[src/rtl/bwi_pkg.sv]
// ----------------------------------------------------------------------------
// bwi_pkg
// Shared types and constants of the bicubic window interpolator.
// ----------------------------------------------------------------------------
package bwi_pkg;

	localparam int PIX_W       = 8;                  // pixel width
	localparam int PIX_PER_ROW = 4;                  // window width and height
	localparam int CUB_STAGES  = 4;                  // register stages of one cubic
	localparam int PIPE_STAGES = 2 * CUB_STAGES + 1; // two cubics and the output register

	localparam logic [PIX_W-1:0] PIX_MIN = '0;
	localparam logic [PIX_W-1:0] PIX_MAX = '1;

	// Load enables of the four stages of one cubic unit
	typedef struct packed {
		logic c1;
		logic c2;
		logic c3;
		logic c4;
	} cub_adv_t;

endpackage

[src/rtl/bwi_cubic.sv]
// ----------------------------------------------------------------------------
// bwi_cubic
// Four-stage Catmull-Rom cubic on signed fixed-point samples.
// ----------------------------------------------------------------------------
module bwi_cubic
	import bwi_pkg::*;
#(
	parameter int FRAC_BITS = 8,
	parameter int SW        = 17
) (
	input  logic                    clk,
	input  cub_adv_t                adv,
	input  logic [FRAC_BITS-1:0]    t,
	input  logic signed [SW-1:0]    p0,
	input  logic signed [SW-1:0]    p1,
	input  logic signed [SW-1:0]    p2,
	input  logic signed [SW-1:0]    p3,
	output logic signed [SW+3:0]    res
);

	localparam int IW = SW + 5;
	localparam int TW = FRAC_BITS + 1;
	localparam int PW = TW + IW;

	logic signed [IW-1:0] pe0, pe1, pe2, pe3;
	logic signed [IW-1:0] dif12, coef_a, coef_b0, coef_b, coef_c;
	logic signed [TW-1:0] t_c1, t_c2, t_c3;
	logic signed [PW-1:0] prod_a, prod_b, prod_c;

	logic signed [PW-1:0] prod_a_s1, prod_b_s2, prod_c_s3;
	logic signed [IW-1:0] b0_s1, d0_s1, d0_s2;
	logic signed [SW-1:0] p1_s1, p1_s2, p1_s3;
	logic [FRAC_BITS-1:0] t_s1, t_s2;
	logic signed [SW+3:0] res_s4;

	// Stage 1: cubic coefficient and first product
	assign pe0     = IW'(p0);
	assign pe1     = IW'(p1);
	assign pe2     = IW'(p2);
	assign pe3     = IW'(p3);
	assign dif12   = pe1 - pe2;
	assign coef_a  = dif12 + (dif12 <<< 1) + pe3 - pe0;
	assign coef_b0 = (pe0 <<< 1) - (pe1 <<< 2) - pe1 + (pe2 <<< 2) - pe3;
	assign t_c1    = $signed({1'b0, t});
	assign prod_a  = t_c1 * coef_a;

	always_ff @(posedge clk) begin
		if (adv.c1) begin
			prod_a_s1 <= prod_a;
			b0_s1     <= coef_b0;
			d0_s1     <= pe2 - pe0;
			p1_s1     <= p1;
			t_s1      <= t;
		end
	end

	// Stage 2: quadratic coefficient and second product
	assign coef_b = b0_s1 + IW'(prod_a_s1 >>> FRAC_BITS);
	assign t_c2   = $signed({1'b0, t_s1});
	assign prod_b = t_c2 * coef_b;

	always_ff @(posedge clk) begin
		if (adv.c2) begin
			prod_b_s2 <= prod_b;
			d0_s2     <= d0_s1;
			p1_s2     <= p1_s1;
			t_s2      <= t_s1;
		end
	end

	// Stage 3: linear coefficient and last product
	assign coef_c = d0_s2 + IW'(prod_b_s2 >>> FRAC_BITS);
	assign t_c3   = $signed({1'b0, t_s2});
	assign prod_c = t_c3 * coef_c;

	always_ff @(posedge clk) begin
		if (adv.c3) begin
			prod_c_s3 <= prod_c;
			p1_s3     <= p1_s2;
		end
	end

	// Stage 4: halve and floor the last product in one shift, add the base sample
	always_ff @(posedge clk) begin
		if (adv.c4) begin
			res_s4 <= (SW+4)'(p1_s3) + (SW+4)'(prod_c_s3 >>> (FRAC_BITS + 1));
		end
	end

	assign res = res_s4;

endmodule
[config.mk]
export PLATFORM = sky130hd
export DESIGN_NAME = bwi_cubic
export DESIGN_NICKNAME = d
export VERILOG_FILES = /design/src/rtl/bwi_pkg.sv /design/src/rtl/bwi_cubic.sv
export SDC_FILE = /design/constraint.sdc
export NUM_CORES = 2
export LEC_CHECK = 0
export BUFFER_PORTS_ARGS = -buffer_cell sky130_fd_sc_hd__buf_2
export CAP_MARGIN = 20
export CORE_MARGIN = 5
export CORE_UTILIZATION = 46
export CTS_CLUSTER_DIAMETER = 30
export DETAILED_ROUTE_END_ITERATION = 6
export GPL_TIMING_DRIVEN = 1
export PLACE_DENSITY = 0.6
export SETUP_SLACK_MARGIN = 0.4
export SLEW_MARGIN = 0
export SYNTH_ARGS = -nofsm -noshare
export SYNTH_HDL_FRONTEND = slang
export SYNTH_SLANG_ARGS = --single-unit
[constraint.sdc]
create_clock -name clk -period 14.1 [get_ports clk]
set_clock_uncertainty 0.2 [all_clocks]
set_input_delay 2.82 -clock clk [delete_from_list [all_inputs] [get_ports clk]]
set_output_delay 2.82 -clock clk [all_outputs]
set_load 0.02 [all_outputs]
Word-level counts from Yosys, hierarchy flattened
Index checks and enable logic that the tools add are counted.
- add/subtract/negate cells: 12
- multiply operators: 3
- operator list (operator ; number):
    multiplier 9 x 22 -> 30 bit ; 3
    adder 22 bit ; 2
    subtractor 17 x 17 -> 18 bit ; 2
    adder 21 x 19 -> 22 bit ; 1
    subtractor 21 x 17 -> 22 bit ; 1
    subtractor 22 x 17 -> 22 bit ; 1
    adder 17 x 21 -> 21 bit ; 1
    adder 20 x 17 -> 21 bit ; 1
    subtractor 20 x 17 -> 21 bit ; 1
    adder 18 x 19 -> 20 bit ; 1
    subtractor 18 x 19 -> 20 bit ; 1
- bits in registers: 244
- input bits: 81
- word-level logic and storage cells: 27

Longest topological paths before layout
- depth after elaboration: 5
- mapped depth: 40
- depth with buffers taken out: 40

Worst setup path before layout
OpenSTA, ideal clock, no wires.
- path kind: input to register
- start point: in p1[0]
- end point: reg prod_a_s1[29], data pin
- setup time: 261 ps
- arrival: 11701 ps
- data required time: 13639 ps
- path slack: 1938 ps
- cell stages on the path: 39
- buffers on the path: 0
- path through: inv_1 ha_1 fa_1 nand2b_1 a21boi_0 o21ai_0 a21oi_1 a21oi_1 xor2_1 inv_1 fa_1 inv_1 fa_1 inv_1 ha_1 and2_1 a22o_1 nor2_1 [... 3 more ...] a211oi_1 nand2_1 fa_1 inv_1 fa_1 fa_1 inv_1 fa_1 inv_1 ha_1 nand4_1 nor2_1 nand4_1 a21oi_1 o211ai_1 a21boi_0 nor4_1 a311o_1
- cells in the longest elaborated chain, start to end: 5
- RTL lines (element ; line ; source):
    start: declaration ; bwi_cubic.sv:15 ; input logic signed [SW-1:0] p1,
    subtractor 17 x 17 -> 18 bit ; bwi_cubic.sv:41 ; assign dif12 = pe1 - pe2;
    adder 18 x 19 -> 20 bit ; bwi_cubic.sv:42 ; assign coef_a = dif12 + (dif12 <<< 1) + pe3 - pe0;
    adder 20 x 17 -> 21 bit ; bwi_cubic.sv:42 ;
    subtractor 21 x 17 -> 22 bit ; bwi_cubic.sv:42 ;
    multiplier 9 x 22 -> 30 bit ; bwi_cubic.sv:45 ; assign prod_a = t_c1 * coef_a;
    via prod_a[29] ; bwi_cubic.sv:28 ; logic signed [PW-1:0] prod_a, prod_b, prod_c;
    end signal: assignment ; bwi_cubic.sv:49 ; prod_a_s1 <= prod_a;
    end: declaration ; bwi_cubic.sv:30 ; logic signed [PW-1:0] prod_a_s1, prod_b_s2, prod_c_s3;
The timed path passes the listed nets, and every way through them passes these cells.
A chain may end at the register's enable or synchronous reset.

Final worst setup path
Ends and elaborated chain as after synthesis.

==> impl_metrics.ini <==
[yosys]
yosysUniqueCellTypes = 63
synthFlopType = edfxtp_1
synth.avg_cell_area_um2 = 9.76
synth_common_cells = inv_1 (694), fa_1 (501), ha_1 (310)
syn_area_um2 = 32300
ys_ff_latch = 211
synth_area_leaders = fa_1 (31%), edfxtp_1 (20%), ha_1 (12%)
yosys.area.top_type = fa_1
synth_fp_nets = 4200
synth_edf_count = 211
netlist_instances = 3308
async_flop_share_pct = 0
synth_warnings = 0
synth_top_area_share_pct = 31.1
ys_seq_area_share_pct = 19.6
synth_most_common_cell = inv_1

[routing]
drt-total-wl_um = 76100
antenna_left = 0
drc = 0
dr.pass1.iters = 5
wl_per_cell_um = 17.4
drtIter0Drc = 1003
viasPerCell = 5.15
num_vias = 22600

[critical_path]
r2r-end = prod_b_s2[24]$_DFFE_PP_
reg2regPathDepth = 25
end_kind = flop
cp-start-kind = input pin
path_class = in -> reg
critPathMaxFanout = 8
reg2reg_from = prod_a_s1[8]$_DFFE_PP_
slowest_delay_ns = 0.60
critPathLaunch = p1[0]
r2r_setup_slack_ns = 5.96
critPathArrivalTime_ns = 13.13
crit_path_top_delay_cell = xor2_1
cp.required_ns = 14.17
setup.worst_path.end = prod_a_s1[29]$_DFFE_PP_

[timing]
max_slew.worst_pin.slew_ns = 1.01
rsz0062_at_grt = false
setup_viol = 0
fin_crit_sh_pct = 92.6
fin_setup_tns_ns = 0
drv_slew = 0
hold_viol_final = 0
max_freq_mhz = 76.6
max-slew-margin-rel_pct = 32.9
post-route-min-period_ns = 13.06

[cts]
holdBufCountCts = 0
cts.clk_slew.worst_paths_ns = 0.05
post_cts_buffers = 0
insertion_delay_ns = 0.53
clock_sinks = 211
htreeDepth = 2
clk_path_buf_depth = 3
root_buffer = clkbuf_16
cts_inserted_buffers = 37
cts_resized = 0
cts_tree = yes

[status]
status = complete, no violations

[placed_design]
portBuffers = 101
place_congestion = 0.865
dpl.hpwl_um = 62700

[grt]
gr-total-overflow = 0
grt_max_degree = 68
track_usage_pct = 20.9
antenna_found_initial = 3
grt_pass1_vias = 23900
grt_pass1_wl_um = 126000

[layout]
area_growth_pct = 9.13
drive_above_1_share_pct = 5.61
fillers = 6564
num-nets-final = 4302
multi_input_area_um2 = 23100
seqCellArea_um2 = 6340

[die]
start_util_pct = 46.3
top_level_ports = 102
die-width_um = 275
rows = 97
dieArea_um2 = 75600
coreArea_um2 = 69800
die_h_um = 275

[job]
max_cap_violations = 0

[min_path]
holdCritPathClass = reg -> reg
## flip-flops by register name, summed over array words and instances (netlist names), 17 cells and up
name / flops
p1_s2: 17
prod_a_s1: 22
prod_b_s2: 22
d0_s1: 18
res: 21
b0_s1: 22
prod_c_s3: 21
p1_s1: 17
d0_s2: 18
p1_s3: 17
## layout make-up
cell class              instances  area share (%)
diodes                          2          0.0142
clock buffers                  43            2.69
clock inverters                24            1.07
inverters                     694            7.39
multi-input cells            2348            65.7
flip-flops and latches        211            18.0
well taps                     940            3.34
repair buffers                118            1.82
## cell families (layout without fill, tap and decap cells)
logic type,Yosys count,after routing,synth area share (%)
xor gates and xnor gates,176,176,4.77
muxes,1,1,0.0310
AOI/OAI and AO/OA,441,441,9.24
and+or+nand+nor,919,919,14.5
buffers and inverters,749,879,8.72
DFF,211,211,19.6
adders and majority gates,811,811,43.1
other,0,2,0
## worst max-delay path: cells and delay by family
family / cells / cell delay, ns
fa+ha+maj: 10 / 4.37
compound gates: 16 / 3.97
buf+inv: 8 / 0.49
simple gates: 4 / 0.65
xor+xnor: 2 / 0.82
## through the flow
stage / hold WS [ns] / cells / instance area (um2) / setup slack, ns / utilization (%)
2_1_floorplan: 0.200 / 3308 / 32300 / 1.94 / -
3_3_place_gp: 0.201 / 4309 / 33900 / 0.666 / 48.5
3_5_place_dp: 0.205 / 4309 / 33900 / 0.574 / 48.5
4_1_cts: 0.216 / 4376 / 35200 / 1.10 / 50.4
5_1_grt: 0.221 / 4378 / 35200 / 0.419 / 50.5
6_report: 0.216 / 4380 / 35200 / 1.04 / 50.5
## layout by cell type (no fill, tap or decap), types with 37 or more instances in the layout
cell type / n
fa_1: 501
a21o_1: 68
nand2_1: 295
xnor2_1: 124
and2_1: 289
edfxtp_1: 211
clkbuf_16: 37
ha_1: 310
nor3_1: 47
nor2_1: 111
a21oi_1: 111
xor2_1: 52
buf_2: 100
inv_1: 694
o21ai_0: 73
## worst min-delay path by stage
stage                                   start                  end  slack, ns  cells after the start
after CTS                 p1_s1[10]$_DFFE_PP_  p1_s2[10]$_DFFE_PP_       0.22                      0
final                      p1_s2[9]$_DFFE_PP_   p1_s3[9]$_DFFE_PP_       0.22                      0
after global routing      p1_s1[10]$_DFFE_PP_  p1_s2[10]$_DFFE_PP_       0.22                      0
after floorplan            d0_s1[0]$_DFFE_PP_   d0_s2[0]$_DFFE_PP_       0.20                      0
after global placement    p1_s1[10]$_DFFE_PP_  p1_s2[10]$_DFFE_PP_       0.20                      0
after detailed placement  d0_s1[12]$_DFFE_PP_  d0_s2[12]$_DFFE_PP_       0.20                      0
## per-layer routing
layer  up-vias  wire, um  track usage, %  share of wire [%]
li1      10800         -               -                  -
met1     11200     34000            27.7                 45
met2       398     36800            36.0                 48
met3       106      2840            2.54                3.7
met4         0      2420            6.35                3.2
met5         -         0               0                  0
Power is not shown: default switching activity piles up to over one toggle a cycle in this logic, so the estimate is an artifact.
